--- src/rtl/core/crde_pkg.sv ---
// Shared types, command codes and widths of the clipped raster draw engine.
// No dependencies; the front end, queue, back end and top level refer to this package.
`timescale 1ns / 1ps
`default_nettype none

package crde_pkg;

	localparam int SCREEN_WIDTH_DEF  = 80;
	localparam int SCREEN_HEIGHT_DEF = 48;
	localparam int QUEUE_DEPTH_DEF   = 2;

	// internal coordinate width: holds centre +/- radius and start + length
	localparam int CW   = 13;
	localparam int DW   = 14;
	localparam int OPW  = 4;
	localparam int INW  = 11;
	localparam int RADW = 10;
	localparam int COLW = 16;

	localparam logic [OPW-1:0] OP_CLEAR = 4'd0;
	localparam logic [OPW-1:0] OP_PIXEL = 4'd1;
	localparam logic [OPW-1:0] OP_FILL  = 4'd2;
	localparam logic [OPW-1:0] OP_OUTL  = 4'd3;
	localparam logic [OPW-1:0] OP_HLINE = 4'd4;
	localparam logic [OPW-1:0] OP_VLINE = 4'd5;
	localparam logic [OPW-1:0] OP_CIRC  = 4'd6;
	localparam logic [OPW-1:0] OP_FCIRC = 4'd7;
	localparam logic [OPW-1:0] OP_READ  = 4'd8;

	typedef logic signed [CW-1:0] coord_t;

	typedef enum logic [3:0] {
		K_NOP   = 4'd0,
		K_CLEAR = 4'd1,
		K_PIXEL = 4'd2,
		K_FILL  = 4'd3,
		K_OUTL  = 4'd4,
		K_HLINE = 4'd5,
		K_VLINE = 4'd6,
		K_CIRC  = 4'd7,
		K_FCIRC = 4'd8,
		K_READ  = 4'd9
	} kind_t;

	typedef struct packed {
		kind_t             kind;
		coord_t            x;
		coord_t            y;
		coord_t            w;
		coord_t            h;
		logic [RADW-1:0]   r;
		logic [COLW-1:0]   color;
	} cmd_t;

endpackage

`default_nettype wire

--- src/rtl/core/crde_cmd_queue.sv ---
// Short command queue between the front end and the drawing back end.
// Depends on crde_pkg for the command word type.
`timescale 1ns / 1ps
`default_nettype none

module crde_cmd_queue #(
	parameter int DEPTH = crde_pkg::QUEUE_DEPTH_DEF
) (
	input  wire                   clk,
	input  wire                   arst_n,
	input  wire                   push,
	input  wire crde_pkg::cmd_t   cmd_in,
	output logic                  full,
	input  wire                   pop,
	output logic                  empty,
	output crde_pkg::cmd_t        cmd_out
);
	localparam int PW = (DEPTH > 1) ? $clog2(DEPTH) : 1;
	localparam int NW = $clog2(DEPTH + 1);
	localparam logic [PW-1:0] LAST = PW'(DEPTH - 1);

	crde_pkg::cmd_t  mem_q [DEPTH];
	logic [PW-1:0]   wr_ptr_q, rd_ptr_q;
	logic [NW-1:0]   count_q;

	assign full    = (count_q == NW'(DEPTH));
	assign empty   = (count_q == '0);
	assign cmd_out = mem_q[rd_ptr_q];

	always_ff @(posedge clk) begin
		if (push) begin
			mem_q[wr_ptr_q] <= cmd_in;
		end
	end

	always_ff @(posedge clk or negedge arst_n) begin
		if (!arst_n) begin
			wr_ptr_q <= '0;
			rd_ptr_q <= '0;
			count_q  <= '0;
		end else begin
			if (push) begin
				wr_ptr_q <= (wr_ptr_q == LAST) ? '0 : wr_ptr_q + 1'b1;
			end
			if (pop) begin
				rd_ptr_q <= (rd_ptr_q == LAST) ? '0 : rd_ptr_q + 1'b1;
			end
			if (push && !pop) begin
				count_q <= count_q + 1'b1;
			end else if (pop && !push) begin
				count_q <= count_q - 1'b1;
			end
		end
	end

endmodule

`default_nettype wire

--- config.mk ---
export PLATFORM = sky130hd
export DESIGN_NAME = crde_cmd_queue
export DESIGN_NICKNAME = d
export VERILOG_FILES = /design/src/rtl/core/crde_pkg.sv /design/src/rtl/core/crde_cmd_queue.sv
export SDC_FILE = /design/constraint.sdc
export NUM_CORES = 1
export LEC_CHECK = 0
export BUFFER_PORTS_ARGS = -buffer_cell sky130_fd_sc_hd__buf_2
export CAP_MARGIN = 40
export CORE_MARGIN = 1
export CORE_UTILIZATION = 52
export CTS_CLUSTER_SIZE = 24
export DETAILED_ROUTE_END_ITERATION = 16
export GPL_TIMING_DRIVEN = 0
export PLACE_DENSITY = 0.79
export SYNTH_ARGS = -nofsm -noshare
export SYNTH_HDL_FRONTEND = slang
export SYNTH_SLANG_ARGS = --single-unit
--- constraint.sdc ---
create_clock -name clk -period 5.7 [get_ports clk]
set_input_delay 0.57 -clock clk [delete_from_list [all_inputs] [get_ports clk]]
set_output_delay 0.57 -clock clk [all_outputs]
set_load 0.1 [all_outputs]
==> summary.md <==
| Metric | Value |
|---|---|
| Layout Nets | 551 |
| Setup crit start kind | flip-flop |
| Syn Inst Count | 271 |
| DR iter-0 viols | 162 |
| Mapped Avg Cell Area | 23.81 µm² |
| Met2 wire len | 5.462 mm |
| Cell Rows | 40 |
| Vias in the first global route | 3378 |
| Core Region | 12060 µm² |
| Gr usage total | 17.57% |
| GPL Wtd Cong | 0.6618 |
| Num ports | 170 |
| Post-synth top area cell | edfxtp_1 |
| Via count | 3108 |
| Layout Area Growth over Synthesis | 26.91% |
| WL/cell | 16.48 µm |
| Final setup fails | 0 |
| Dpl ws | 3.763 ns |
| Number of buffer cells added on primary ports | 169 |
| Critical path buffers and inverters | 3 |
| Largest family of logic cells by synthesized area | multiplexers |
| Die footprint | 12860 µm² |
| Main synth FF type | edfxtp_1 |
| Num CTS Buffers | 17 |
| Grt total ovfl | 0 |
| Syn Nets | 358 |
| Synthesized area | 6454 µm² |
| CP Cell Sequence | buf_6 > buf_12 > mux2_4 > buf_2 |
| Critical path type | reg2out |
| Vias per cell | 4.811 |
| CTS sink count | 168 |
| Worst Skew | 0.006355 ns |
| Top sig layer | met4 |
| Crit path DAT | 1.79 ns |
| Fraction of layout cells with a size suffix above 1 | 61.43% |
| Highest Clock Rate | 0.4242 GHz |
| Final Cycle Share | 41.36% |
| Compound-gate portion of the synthesized area | 0% |
| Clk slew on worst S/H paths | 0.06 ns |
| Min Clock Period, post-route | 2.357 ns |
| Post-CTS Resized | 0 |
| RSZ-0062 raised after global routing | false |
| CP Max Fanout | 10 |
| M1 wire length | 4.215 mm |
| Die Span Y | 113.4 µm |
| Chip width | 113.4 µm |
| Distinct cells, synth | 14 |
| Outcome | completed |
| Detailed Place HPWL | 7.292 mm |
| Max Cap Violations | 0 |
| Clock Path Buffers | 2 |
| Met3 WL | 759 µm |
| WP data required | 5.13 ns |
| CP delay by family, top | buffers and inverters |
| Root Buffer Master | clkbuf_16 |
| Crit. End Element | output pin |
| Slack of the critical path | 3.343 ns |
| Critical Path Start | rd_ptr_q$_DFFE_PN0P_ |
| Antenna Nets Post-Route | 0 |
| Rel. slew slack | 61.96% |
| DRT Pass-1 Iters | 4 |
| H-tree levels | 4 |
| Synth Area in Simple Gates | 0.4071% |
| Maximum number of pins on one net before global-route repair | 45 |
| Hold Violations, Final | 0 |
| First-pass GRT wire length | 16.33 mm |
| Asr flop ratio synth | 2.381% |
| Worst slew pin tran | 0.5706 ns |
| Critical Path Max Stage Delay | 0.35 ns |
| Post-synthesis register bit count | 168 |
| EDFF count, synth | 164 |
| Top post-synthesis cells by area | edfxtp_1, mux2_4, buf_12 |
| Post-synthesis adder-cell area fraction | 0.1939% |
| Post-synth top area share | 76.31% |
| Initial antenna violation count | 1 |
| Initial Utilization | 53.51% |
| Critical path's slowest cell | dfrtp_1 |
| Register area share after synthesis | 77.86% |
| Hold crit path type | in2reg |
| TritonCTS clock tree | done |
| Drt drc | 0 |
| Mux share of post-synthesis cell area | 18.38% |
| Worst Hold Launch | cmd_in[17] |
| Pins Over Slew Limit | 0 |
| R2r startpoint | wr_ptr_q$_DFFE_PN0P_ |
| Xor/xnor share of the synthesized area | 0.6786% |
| Ys Warns | 0 |
| Clk_lat worst skew | 0.42 ns |
| Fill cells | 820 |
| Drt total wl | 10.64 mm |
worst paths after layout:
path	slack, ns	endpoint	depth (start not counted)
worst max register to register	4.04	mem_q[1][67]$_DFFE_PP_	2
max in group asynchronous	5.09	wr_ptr_q$_DFFE_PN0P_	2
worst max-delay path	3.34	cmd_out[26]	4
worst min register to register	0.50	count_q[1]$_DFFE_PN0P_	1
min in group asynchronous	0.49	rd_ptr_q$_DFFE_PN0P_	2
worst min-delay path	0.34	mem_q[1][17]$_DFFE_PP_	1
Yosys cell counts, types with 2 or more instances:
cell,instances
nor2_1,2
dfrtp_1,4
xor2_1,4
mux2_4,70
buf_12,7
mux2_2,12
edfxtp_1,164
nor2b_1,2
cell families after synthesis:
kind of cell / count (synthesis)
and+or+nand+nor: 5
xor gates and xnor gates: 5
adders and majority gates: 1
muxes: 82
buffers and inverters: 10
DFF: 168
stage by stage:
step / TNS, ns / util, % / area (µm²) / hold slack, ns / std cells
6_report: 0 / 67.90 / 8190 / 0.3396 / 646
4_1_cts: 0 / 67.88 / 8188 / 0.3188 / 645
3_3_place_gp: -89.75 / 62.26 / 7510 / 0.3784 / 608
5_1_grt: 0 / 67.88 / 8188 / 0.3171 / 645
3_5_place_dp: 0 / 63.13 / 7615 / 0.3841 / 612
2_1_floorplan: 0 / - / 6454 / 0.2744 / 271
what timing repair did:
item / in CTS / in global routing
endpoints found under the setup margin: 0 / 0
hold buffers: 1 / 0
endpoints found under the hold margin: 4 / 0
setup buffers: 0 / 0
cell usage in the layout (no fill, tap or decap), types with 4 or more instances in the layout:
cell	Yosys	final
clkbuf_16	0	17
xor2_1	4	4
clkinv_1	0	4
mux2_2	12	12
dfrtp_1	4	4
buf_2	1	170
mux2_4	70	70
clkinvlp_4	0	6
edfxtp_1	164	164
buf_12	7	9
metal layers:
metal  up-vias  track usage (%)
met3        17            6.270
li1       1464                -
met1      1507            19.26
met2       120            30.22
met4         0            9.035
met5         -                0
final cells by class:
cell class	count	area, µm²	share of cell area [%]
Antenna cell	1	2.502	0.03055
Buffer	9	156.4	1.910
Clock buffer	18	429.2	5.240
Clock inverter	14	133.9	1.635
Inverter	1	3.754	0.04583
Multi-Input combinational cell	93	1279	15.61
Sequential cell	168	5025	61.35
Tap cell	168	210.2	2.566
Timing Repair Buffer	174	950.9	11.61
registers in the layout, summed over array words and instances, names as in the netlist:
signal and cells:
count_q 2, mem_q 164, wr_ptr_q 1, rd_ptr_q 1
Power is not shown: default switching activity piles up to over one toggle a cycle in this logic, so the estimate is an artifact.
