`config.mk`:
```
export PLATFORM = sky130hd
export DESIGN_NAME = crde_front
export DESIGN_NICKNAME = d
export VERILOG_FILES = /design/src/rtl/core/crde_pkg.sv /design/src/rtl/core/crde_front.sv
export SDC_FILE = /design/constraint.sdc
export NUM_CORES = 1
export LEC_CHECK = 0
export BUFFER_PORTS_ARGS = -buffer_cell sky130_fd_sc_hd__buf_2
export CAP_MARGIN = 20
export CELL_PAD_IN_SITES_DETAIL_PLACEMENT = 1
export CELL_PAD_IN_SITES_GLOBAL_PLACEMENT = 2
export CORE_ASPECT_RATIO = 0.9
export CORE_MARGIN = 2
export CORE_UTILIZATION = 10
export DETAILED_ROUTE_END_ITERATION = 10
export PLACE_DENSITY_LB_ADDON = 0.1
export SLEW_MARGIN = 20
export SYNTH_ARGS = -nofsm -noshare
export SYNTH_HDL_FRONTEND = slang
export SYNTH_SLANG_ARGS = --single-unit
```
`constraint.sdc`:
```
create_clock -name vclk -period 1
set_input_delay 0.05 -clock vclk [all_inputs]
set_output_delay 0.05 -clock vclk [all_outputs]
set_load 0.05 [all_outputs]
```
`src/rtl/core/crde_pkg.sv`:
```
// Shared types, command codes and widths of the clipped raster draw engine.
// No dependencies; the front end, queue, back end and top level refer to this package.
`timescale 1ns / 1ps
`default_nettype none

package crde_pkg;

	localparam int SCREEN_WIDTH_DEF  = 80;
	localparam int SCREEN_HEIGHT_DEF = 48;
	localparam int QUEUE_DEPTH_DEF   = 2;

	// internal coordinate width: holds centre +/- radius and start + length
	localparam int CW   = 13;
	localparam int DW   = 14;
	localparam int OPW  = 4;
	localparam int INW  = 11;
	localparam int RADW = 10;
	localparam int COLW = 16;

	localparam logic [OPW-1:0] OP_CLEAR = 4'd0;
	localparam logic [OPW-1:0] OP_PIXEL = 4'd1;
	localparam logic [OPW-1:0] OP_FILL  = 4'd2;
	localparam logic [OPW-1:0] OP_OUTL  = 4'd3;
	localparam logic [OPW-1:0] OP_HLINE = 4'd4;
	localparam logic [OPW-1:0] OP_VLINE = 4'd5;
	localparam logic [OPW-1:0] OP_CIRC  = 4'd6;
	localparam logic [OPW-1:0] OP_FCIRC = 4'd7;
	localparam logic [OPW-1:0] OP_READ  = 4'd8;

	typedef logic signed [CW-1:0] coord_t;

	typedef enum logic [3:0] {
		K_NOP   = 4'd0,
		K_CLEAR = 4'd1,
		K_PIXEL = 4'd2,
		K_FILL  = 4'd3,
		K_OUTL  = 4'd4,
		K_HLINE = 4'd5,
		K_VLINE = 4'd6,
		K_CIRC  = 4'd7,
		K_FCIRC = 4'd8,
		K_READ  = 4'd9
	} kind_t;

	typedef struct packed {
		kind_t             kind;
		coord_t            x;
		coord_t            y;
		coord_t            w;
		coord_t            h;
		logic [RADW-1:0]   r;
		logic [COLW-1:0]   color;
	} cmd_t;

endpackage

`default_nettype wire

```
`src/rtl/core/crde_front.sv`:
```
// Command front end: takes a word from the input ports and sorts it into a kind.
// Depends on crde_pkg.
`timescale 1ns / 1ps
`default_nettype none

module crde_front (
	input  wire                         take,
	input  wire [crde_pkg::OPW-1:0]     operation,
	input  wire signed [crde_pkg::INW-1:0] x_pos,
	input  wire signed [crde_pkg::INW-1:0] y_pos,
	input  wire signed [crde_pkg::INW-1:0] width,
	input  wire signed [crde_pkg::INW-1:0] height,
	input  wire [crde_pkg::RADW-1:0]    radius,
	input  wire [crde_pkg::COLW-1:0]    color,
	output logic                        push,
	output crde_pkg::cmd_t              cmd
);
	logic w_pos, h_pos;

	assign w_pos = (width > 0);
	assign h_pos = (height > 0);
	assign push  = take;

	always_comb begin
		cmd.x     = crde_pkg::CW'(x_pos);
		cmd.y     = crde_pkg::CW'(y_pos);
		cmd.w     = crde_pkg::CW'(width);
		cmd.h     = crde_pkg::CW'(height);
		cmd.r     = radius;
		cmd.color = color;
		priority case (operation)
			crde_pkg::OP_CLEAR: cmd.kind = crde_pkg::K_CLEAR;
			crde_pkg::OP_PIXEL: cmd.kind = crde_pkg::K_PIXEL;
			crde_pkg::OP_FILL:
				cmd.kind = (w_pos && h_pos) ? crde_pkg::K_FILL : crde_pkg::K_NOP;
			crde_pkg::OP_OUTL:
				cmd.kind = (w_pos && h_pos) ? crde_pkg::K_OUTL : crde_pkg::K_NOP;
			crde_pkg::OP_HLINE:
				cmd.kind = w_pos ? crde_pkg::K_HLINE : crde_pkg::K_NOP;
			crde_pkg::OP_VLINE:
				cmd.kind = h_pos ? crde_pkg::K_VLINE : crde_pkg::K_NOP;
			crde_pkg::OP_CIRC:  cmd.kind = crde_pkg::K_CIRC;
			crde_pkg::OP_FCIRC: cmd.kind = crde_pkg::K_FCIRC;
			crde_pkg::OP_READ:  cmd.kind = crde_pkg::K_READ;
			default:            cmd.kind = crde_pkg::K_NOP;
		endcase
	end

endmodule

`default_nettype wire

```
==> out/metrics.csv, run 1 <==
metric;value;unit
run status;finished with violations;
violated checks;negative setup slack;
per-cell routed wire length;10.5;um
sum of net half-perimeters after detailed placement;1750;um
Layout clock buffers;0;
sequential cell count;0;
Tcrit/Tclk final;1.22;
worst setup path startpoint;height[3];
wire length on met1;516;um
synthesized area;805;um2
global-route wire length before repair;2940;um
Max-slew headroom;0.816;
area share of the leading cell type in the synthesized netlist;0.737;
Warnings, synthesis;0;
buffers inserted by post-CTS timing repair;0;
actual slew at the worst max-slew pin;0.274;ns
classification of the worst-slack hold path;in -> out;
area taken by flip-flops and latches;0;um2
largest vdd supply drop;111;uV
met3 routed wirelength;175;um
grt total ovfl;0;
largest incremental delay on the critical path;0.32;ns
clock period minus final worst setup slack;1.22;ns
ports placed on the boundary;158;
via total after detailed routing;544;
Worst Setup Slack post-DPL;-0.407;ns
sum of met2 wire segment lengths after detailed routing;1270;um
synthesized netlist net count;181;
mean post-synth cell area;7.59;um2
Final Hold Violating Endpoints;0;
placed cell count;192;
Worst Slack Setup Final;-0.224;ns
area added between synthesis and finish;12.4;%
top cells by area in the synthesized netlist;sky130_fd_sc_hd__buf_4 (74%), sky130_fd_sc_hd__nor4_2 (6.2%), sky130_fd_sc_hd__a31oi_2 (3.1%);
slowest stage cell, crit path;sky130_fd_sc_hd__nor4_4;
critical path start-end classification;in -> out;
Die Span Y;89.1;um
MaxCap Viol Count;0;
initial antenna violation count;0;
most area-hungry cell type in the Yosys netlist;sky130_fd_sc_hd__buf_4;
Initial Utilization;0.102;
Min Hold Slack;0.100;ns
die width;98.5;um
FILL cells;953;
critical path required time;0.95;ns
Unique masters post-synth;16;
critical path depth in cells;6;
# diodes;0;
antenna-violating nets left;0;
Hold Buf Count CTS;0;
total length of routed wires;2010;um
top cell family by delay on the critical path;compound AO/OA/AOI/OAI gates;
core area;7910;um2
Pins Over Slew Limit;0;
Worst EP arrival;1.17;ns
setup repair after global routing missed its margin;yes;
nets;169;
setup-violating endpoint count in the final report;3;
vias in the first global route;553;
critical-path maximum fanout;5;
routability congestion estimate;0.638;
fraction of layout instances using a drive strength above 1;0.913;
overall fraction of global-route tracks in use;0.0394;
sequential area share after synthesis;0;
first drt pass iteration count;2;
maximum clock frequency;0.817;GHz
kind of launch point of the worst setup path;primary input;
critical path, cell by cell;buf_8 > nor4_4 > a31oi_4 > o2111ai_2 > o41ai_4 > buf_6;
Die Outline Area;8780;um2
areal power density over the cells;619;nW/um2
gate count after technology mapping;106;
crit end category;output port;
number of violations reported at the end of detailed-routing iteration 0;5;
DRC violations left;0;
fin cells;191;
Critical Path End;cmd[79];
count of buffer and inverter cells on the critical path;2;
Lkg Pwr;0.382;nW
routed via count divided by cell count;2.85;
multi-input logic area;323;um2
pin count of the biggest net entering global routing;8;
uppermost layer routed;met4;
number of port buffers;56;
number of rows in the core area;31;
-- through the flow --
stage / power [W] / area (um2) / util / setup TNS, ns
floorplan: 0.000966 / 900 / - / -0.331
global placement: 0.000522 / 790 / 0.0998 / -1.11
detailed placement: 0.000511 / 790 / 0.0998 / -1.11
CTS: 0.000560 / 891 / 0.113 / -0.687
global route: 0.000590 / 905 / 0.114 / -0.775
finish: 0.000560 / 905 / 0.114 / -0.598
-- repair_timing --
action / in CTS / in global routing
resized for setup: 21 / 5
pin swaps: 12 / 8
cloned: 0 / 0
endpoints found under the hold margin: 0 / 0
endpoints found under the setup margin: 4 / 4
-- placed cells by master, fill, tap and decap left out, types with 2 or more instances in the layout --
cell and count:
sky130_fd_sc_hd__inv_1 3, sky130_fd_sc_hd__nor4_4 4, sky130_fd_sc_hd__nor2_4 2, sky130_fd_sc_hd__nand4_1 3
sky130_fd_sc_hd__a31oi_4 3, sky130_fd_sc_hd__buf_4 12, sky130_fd_sc_hd__a21oi_2 2, sky130_fd_sc_hd__buf_2 42
sky130_fd_sc_hd__buf_6 10, sky130_fd_sc_hd__buf_8 2
-- cells in the mapped netlist --
library cell / instances
sky130_fd_sc_hd__inv_1: 4
sky130_fd_sc_hd__o31ai_1: 1
sky130_fd_sc_hd__buf_1: 1
sky130_fd_sc_hd__nor4_2: 4
sky130_fd_sc_hd__o32ai_1: 1
sky130_fd_sc_hd__nor2_1: 3
sky130_fd_sc_hd__a21oi_1: 2
sky130_fd_sc_hd__a31oi_2: 2
sky130_fd_sc_hd__buf_4: 79
sky130_fd_sc_hd__a31oi_1: 1
sky130_fd_sc_hd__nand4_1: 3
sky130_fd_sc_hd__a22oi_1: 1
sky130_fd_sc_hd__o2111ai_2: 1
sky130_fd_sc_hd__nand2_1: 1
sky130_fd_sc_hd__o211ai_2: 1
sky130_fd_sc_hd__o41ai_2: 1
-- final cells by class --
| class | count | share of cell area |
|---|---|---|
| Multi-Input combinational cell | 22 | 0.357 |
| Tap cell | 99 | 0.137 |
| Inverter | 4 | 0.0166 |
| Timing Repair Buffer | 66 | 0.490 |
-- cell families (layout without fill, tap and decap cells) --
| family | Yosys count | after routing | share of synthesized area |
|---|---|---|---|
| buf+inv | 84 | 70 | 0.760 |
| compound gates | 11 | 11 | 0.135 |
| simple gates | 11 | 11 | 0.104 |
-- how the worst min path moves through the flow --
| stage | from | to | slack, ns | depth (start not counted) |
|---|---|---|---|---|
| 5_1_grt | radius[0] | cmd[16] | 0.10 | 0 |
| 6_report | color[11] | cmd[11] | 0.10 | 0 |
| 3_5_place_dp | radius[2] | cmd[18] | 0.10 | 0 |
| 3_3_place_gp | radius[2] | cmd[18] | 0.10 | 0 |
| 2_1_floorplan | operation[3] | cmd[80] | 0.16 | 1 |
| 4_1_cts | radius[2] | cmd[18] | 0.10 | 0 |
-- where the power goes --
part | leakage, nW | internal, W | switching [W] | total (W)
Sequential | 0 | 0 | 0 | 0
Clock | 0 | 0 | 0 | 0
Combinational | 0.382 | 0.000184 | 0.000376 | 0.000560
Total | 0.382 | 0.000184 | 0.000376 | 0.000560
-- layer usage --
layer | global-route usage | up-vias
met5 | 0 | -
met4 | 0.0112 | 0
met3 | 0.00625 | 16
met2 | 0.0829 | 30
met1 | 0.0403 | 250
li1 | - | 248
Note: power is estimated with default switching activity, not from simulation.
==> run 2, diff against run 1 <==
==> config.mk (replaced) <==
export PLATFORM = sky130hd
export DESIGN_NAME = crde_front
export DESIGN_NICKNAME = d
export VERILOG_FILES = /design/src/rtl/core/crde_pkg.sv /design/src/rtl/core/crde_front.sv
export SDC_FILE = /design/constraint.sdc
export NUM_CORES = 1
export LEC_CHECK = 0
export BUFFER_PORTS_ARGS = -buffer_cell sky130_fd_sc_hd__clkbuf_2
export CAP_MARGIN = 20
export CELL_PAD_IN_SITES_DETAIL_PLACEMENT = 1
export CELL_PAD_IN_SITES_GLOBAL_PLACEMENT = 2
export CORE_ASPECT_RATIO = 0.9
export CORE_MARGIN = 2
export CORE_UTILIZATION = 11
export DETAILED_ROUTE_END_ITERATION = 10
export PLACE_DENSITY_LB_ADDON = 0.1
export SYNTH_ARGS = -nofsm -noshare
export SYNTH_HDL_FRONTEND = slang
export SYNTH_SLANG_ARGS = --single-unit
==> constraint.sdc (replaced) <==
create_clock -name vclk -period 1.59
set_input_delay 0.0795 -clock vclk [all_inputs]
set_output_delay 0.0795 -clock vclk [all_outputs]
set_load 0.05 [all_outputs]
==> out/metrics.csv, run 2 (synthesis results as in run 1) <==
metric;value;unit;change
total length of routed wires;1740;um;was 2010 um
sum of net half-perimeters after detailed placement;1590;um;was 1750 um
fin cells;175;;was 191
post-CTS resize count;0;;was 21
Hold Buf Count CTS;0;;unchanged
top cell family by delay on the critical path;compound AO/OA/AOI/OAI gates;;unchanged
met3 routed wirelength;245;um;was 175 um
critical hold path startpoint;radius[3];;was color[11]
run status;complete, no violations;;was finished with violations
critical-path maximum fanout;5;;unchanged
initial antenna violation count;0;;unchanged
number of rows in the core area;29;;was 31
critical path start-end classification;in -> out;;unchanged
Max-slew headroom;0.758;;was 0.816
maximum clock frequency;0.724;GHz;
die width;94.1;um;was 98.5 um
count of buffer and inverter cells on the critical path;2;;unchanged
setup repair after global routing missed its margin;no;;was yes
fraction of layout instances using a drive strength above 1;0.805;;was 0.913
Final Hold Violating Endpoints;0;;unchanged
ports placed on the boundary;158;;unchanged
Die Span Y;85.1;um;was 89.1 um
grt total ovfl;0;;unchanged
Layout clock buffers;0;;unchanged
endpoint of the worst hold-timing path;cmd[19];;was cmd[11]
core occupancy in the finished layout;0.0865;;was 0.114
number of port buffers;56;;unchanged
Total Negative Setup Slacks;0;ns;was -0.598 ns
Die Outline Area;8010;um2;was 8780 um2
global-route wire length before repair;2550;um;was 2940 um
wire length on met1;530;um;was 516 um
most common library cell in the layout ignoring fill and taps;sky130_fd_sc_hd__clkbuf_2;;was sky130_fd_sc_hd__buf_2
classification of the worst-slack hold path;in -> out;;unchanged
routed via count divided by cell count;2.89;;was 2.85
crit end category;output port;;unchanged
routability congestion estimate;0.661;;was 0.638
areal power density over the cells;448;nW/um2;was 619 nW/um2
critical path required time;1.51;ns;was 0.95 ns
clock period minus final worst setup slack;1.38;ns;
Pins Over Slew Limit;0;;unchanged
cell type with the highest occurrence count on the critical path;sky130_fd_sc_hd__clkbuf_2;;
nets;159;;was 169
area taken by flip-flops and latches;0;um2;unchanged
setup-violating endpoint count in the final report;0;;was 3
core area;7080;um2;was 7910 um2
slowest stage cell, crit path;sky130_fd_sc_hd__nor4_2;;was sky130_fd_sc_hd__nor4_4
Worst EP arrival;1.30;ns;was 1.17 ns
antenna-violating nets left;0;;unchanged
DRC violations left;0;;unchanged
via total after detailed routing;506;;was 544
first drt pass iteration count;4;;was 2
Lkg Pwr;0.297;nW;was 0.382 nW
actual slew at the worst max-slew pin;0.362;ns;was 0.274 ns
area added between synthesis and finish;-24.0;%;was 12.4%
sequential cell count;0;;unchanged
number of violations reported at the end of detailed-routing iteration 0;8;;was 5
Initial Utilization;0.114;;was 0.102
kind of launch point of the worst setup path;primary input;;unchanged
largest vdd supply drop;76.5;uV;was 111 uV
critical path, cell by cell;clkbuf_2 > nor4_2 > a31oi_2 > a22oi_1 > o32ai_2 > clkbuf_2;;was buf_8 > nor4_4 > a31oi_4 > o2111ai_2 > o41ai_4 > buf_6
depth of the worst hold-timing path;0;;unchanged
buffers inserted by post-CTS timing repair;0;;unchanged
MaxCap Viol Count;0;;unchanged
# diodes;0;;unchanged
Tcrit/Tclk final;0.869;;
uppermost layer routed;met4;;unchanged
largest incremental delay on the critical path;0.34;ns;was 0.32 ns
vias in the first global route;514;;was 553
pin count of the biggest net entering global routing;9;;was 8
overall fraction of global-route tracks in use;0.0376;;was 0.0394
commonest cells after routing, fill and taps aside;sky130_fd_sc_hd__clkbuf_2 (56), sky130_fd_sc_hd__inv_1 (4), sky130_fd_sc_hd__nor4_2 (4), sky130_fd_sc_hd__nor2_1 (3), sky130_fd_sc_hd__nand4_1 (3);;was sky130_fd_sc_hd__buf_2 (42), sky130_fd_sc_hd__buf_4 (12), sky130_fd_sc_hd__buf_6 (10), sky130_fd_sc_hd__nor4_4 (4)
placed cell count;175;;was 192
sum of met2 wire segment lengths after detailed routing;952;um;was 1270 um
per-cell routed wire length;9.94;um;was 10.5 um
[run 2: how the worst max path moves through the flow]
stage	start	end	slack (ns)	cells after the start
final	height[0]	cmd[78]	0.21	6
after global routing	height[0]	cmd[79]	0.07	6
after CTS	height[0]	cmd[78]	0.14	6
after detailed placement	height[0]	cmd[79]	0.14	6
after global placement	height[0]	cmd[79]	0.14	6
after floorplan	operation[1]	cmd[81]	0.03	3
[run 2: area by class of cell]
cell class,count,area [um2]
repair buffers,56,280
well taps,93,116
multi-input cells,22,200
inverters,4,15.0
fillers,870,6460
[run 2: where the power goes]
group	internal [W]	switching (W)	total, W
sequential	0	0	0
combinational	0.0000633	0.000211	0.000274
clock	0	0	0
total	0.0000633	0.000211	0.000274
[run 2: per-layer routing]
layer / track usage / vias to the layer above
li1: - / 226
met1: 0.0363 / 241
met2: 0.0734 / 35
met3: 0.0142 / 4
met4: 0.0105 / 0
met5: 0 / -
[run 2: through the flow]
step	hold slack, ns	cell area, um2	setup WS [ns]	total power, W
after floorplan	0.326	812	0.0314	0.000591
after global placement	0.159	612	0.143	0.000281
after detailed placement	0.159	612	0.145	0.000277
after CTS	0.159	612	0.142	0.000277
after global routing	0.159	612	0.0656	0.000289
final	0.159	612	0.209	0.000274
==> run 3, diff against run 2 <==
--- a/config.mk
+++ b/config.mk
@@ -10,7 +10,7 @@
 export CELL_PAD_IN_SITES_DETAIL_PLACEMENT = 1
 export CELL_PAD_IN_SITES_GLOBAL_PLACEMENT = 2
 export CORE_ASPECT_RATIO = 0.9
-export CORE_MARGIN = 2
+export CORE_MARGIN = 1.5
 export CORE_UTILIZATION = 11
 export DETAILED_ROUTE_END_ITERATION = 10
 export PLACE_DENSITY_LB_ADDON = 0.1
==> out/metrics.csv, run 3 (synthesis results as in run 1) <==
metric;value;unit;change
run status;complete, no violations;;unchanged
clock period minus final worst setup slack;1.37;ns;was 1.38 ns
Final Hold Violating Endpoints;0;;unchanged
actual slew at the worst max-slew pin;0.345;ns;was 0.362 ns
maximum clock frequency;0.730;GHz;was 0.724 GHz
Pins Over Slew Limit;0;;unchanged
fin cells;175;;unchanged
via total after detailed routing;497;;was 506
part of the total power dissipated in combinational logic;1.000;;about the same
switching power of the nets;0.000210;W;was 0.000211 W
Die Outline Area;7840;um2;was 8010 um2
initial antenna violation count;0;;unchanged
Hold Buf Count CTS;0;;unchanged
placed cell count;175;;unchanged
sequential cell count;0;;unchanged
core area;7080;um2;unchanged
routed via count divided by cell count;2.84;;was 2.89
total length of routed wires;1650;um;was 1740 um
largest vdd supply drop;70.4;uV;was 76.5 uV
pin count of the biggest net entering global routing;9;;unchanged
setup-violating endpoint count in the final report;0;;unchanged
endpoint of the worst hold-timing path;cmd[10];;was cmd[19]
grt total ovfl;0;;unchanged
Internal Power;0.0000633;W;about the same
number of port buffers;56;;unchanged
Die Span Y;84.1;um;was 85.1 um
number of rows in the core area;29;;unchanged
critical path required time;1.51;ns;about the same
share of power burned in registers;0;;about the same
DRC violations left;0;;unchanged
Layout clock buffers;0;;unchanged
commonest cells after routing, fill and taps aside;sky130_fd_sc_hd__clkbuf_2 (56), sky130_fd_sc_hd__inv_1 (4), sky130_fd_sc_hd__nor4_2 (4), sky130_fd_sc_hd__nor2_1 (3), sky130_fd_sc_hd__nand4_1 (3);;unchanged
routability congestion estimate;0.691;;was 0.661
Worst EP arrival;1.29;ns;was 1.30 ns
first drt pass iteration count;2;;was 4
Min Hold Slack;0.159;ns;about the same
post-CTS resize count;0;;unchanged
areal power density over the cells;446;nW/um2;was 448 nW/um2
MaxCap Viol Count;0;;unchanged
die width;93.1;um;was 94.1 um
area taken by flip-flops and latches;0;um2;unchanged
number of violations reported at the end of detailed-routing iteration 0;7;;was 8
crit end category;output port;;unchanged
# diodes;0;;unchanged
Post-DP Area;612;um2;unchanged
critical-path maximum fanout;5;;unchanged
fraction of layout instances using a drive strength above 1;0.805;;unchanged
Total Negative Setup Slacks;0;ns;unchanged
Initial Utilization;0.114;;unchanged
setup repair after global routing missed its margin;no;;unchanged
critical hold path startpoint;color[10];;was radius[3]
buffers inserted by post-CTS timing repair;0;;unchanged
depth of the worst hold-timing path;0;;unchanged
global-route wire length before repair;2420;um;was 2550 um
Lkg Pwr;0.297;nW;unchanged
post-layout instance area;612;um2;unchanged
most common library cell in the layout ignoring fill and taps;sky130_fd_sc_hd__clkbuf_2;;unchanged
kind of launch point of the worst setup path;primary input;;unchanged
antenna-violating nets left;0;;unchanged
per-cell routed wire length;9.45;um;was 9.94 um
Max-slew headroom;0.769;;was 0.758
area added between synthesis and finish;-24.0;%;unchanged
ports placed on the boundary;158;;unchanged
classification of the worst-slack hold path;in -> out;;unchanged
total power draw;0.000273;W;was 0.000274 W
critical path start-end classification;in -> out;;unchanged
Tcrit/Tclk final;0.861;;was 0.869
net switching share of the total power;0.768;;was 0.769
proportion of power drawn by the clock network;0;;about the same
FILL cells;871;;was 870
vias in the first global route;475;;was 514
overall fraction of global-route tracks in use;0.0367;;was 0.0376
nets;159;;unchanged
[run 3: cell counts in the layout (fill, tap and decap cells not counted)]
Identical to the previous run, type by type.
[run 3: stage by stage]
step	utilization	worst slack, ns
2_1_floorplan	-	0.0314
3_3_place_gp	0.0865	0.204
3_5_place_dp	0.0865	0.169
4_1_cts	0.0865	0.168
5_1_grt	0.0865	0.110
6_report	0.0865	0.221
[run 3: power by group through the flow]
stage | sequential, W | clock (W) | combinational (W)
floorplan | 0 | 0 | 0.000591
CTS | 0 | 0 | 0.000276
global placement | 0 | 0 | 0.000282
detailed placement | 0 | 0 | 0.000276
finish | 0 | 0 | 0.000273
global route | 0 | 0 | 0.000287
[run 3: layout make-up]
type | instances | area (um2) | share of cell area
Tap cell | 93 | 116 | 0.190
Timing Repair Buffer | 56 | 280 | 0.458
Inverter | 4 | 15.0 | 0.0245
Multi-Input combinational cell | 22 | 200 | 0.327
[run 3: worst max-delay path, stage by stage]
cell and delay [ns]:
sky130_fd_sc_hd__clkbuf_2 0.10, sky130_fd_sc_hd__nor4_2 0.34, sky130_fd_sc_hd__a31oi_2 0.21, sky130_fd_sc_hd__a22oi_1 0.21, sky130_fd_sc_hd__o32ai_2 0.10, sky130_fd_sc_hd__clkbuf_2 0.25
[run 3: worst max-delay path by stage]
stage / start / endpoint / slack (ns) / cells past startpoint
floorplan: operation[1] / cmd[81] / 0.03 / 3
global placement: height[0] / cmd[78] / 0.20 / 6
detailed placement: height[0] / cmd[79] / 0.17 / 6
CTS: height[0] / cmd[79] / 0.17 / 6
global route: height[0] / cmd[79] / 0.11 / 6
finish: height[0] / cmd[78] / 0.22 / 6
[run 3: per-layer routing]
layer | share of wire | up-vias | GRT usage
met4 | 0.018 | 0 | 0.0165
li1 | - | 225 | -
met5 | 0 | - | 0
met3 | 0.092 | 10 | 0.00634
met2 | 0.58 | 27 | 0.0756
met1 | 0.31 | 235 | 0.0341
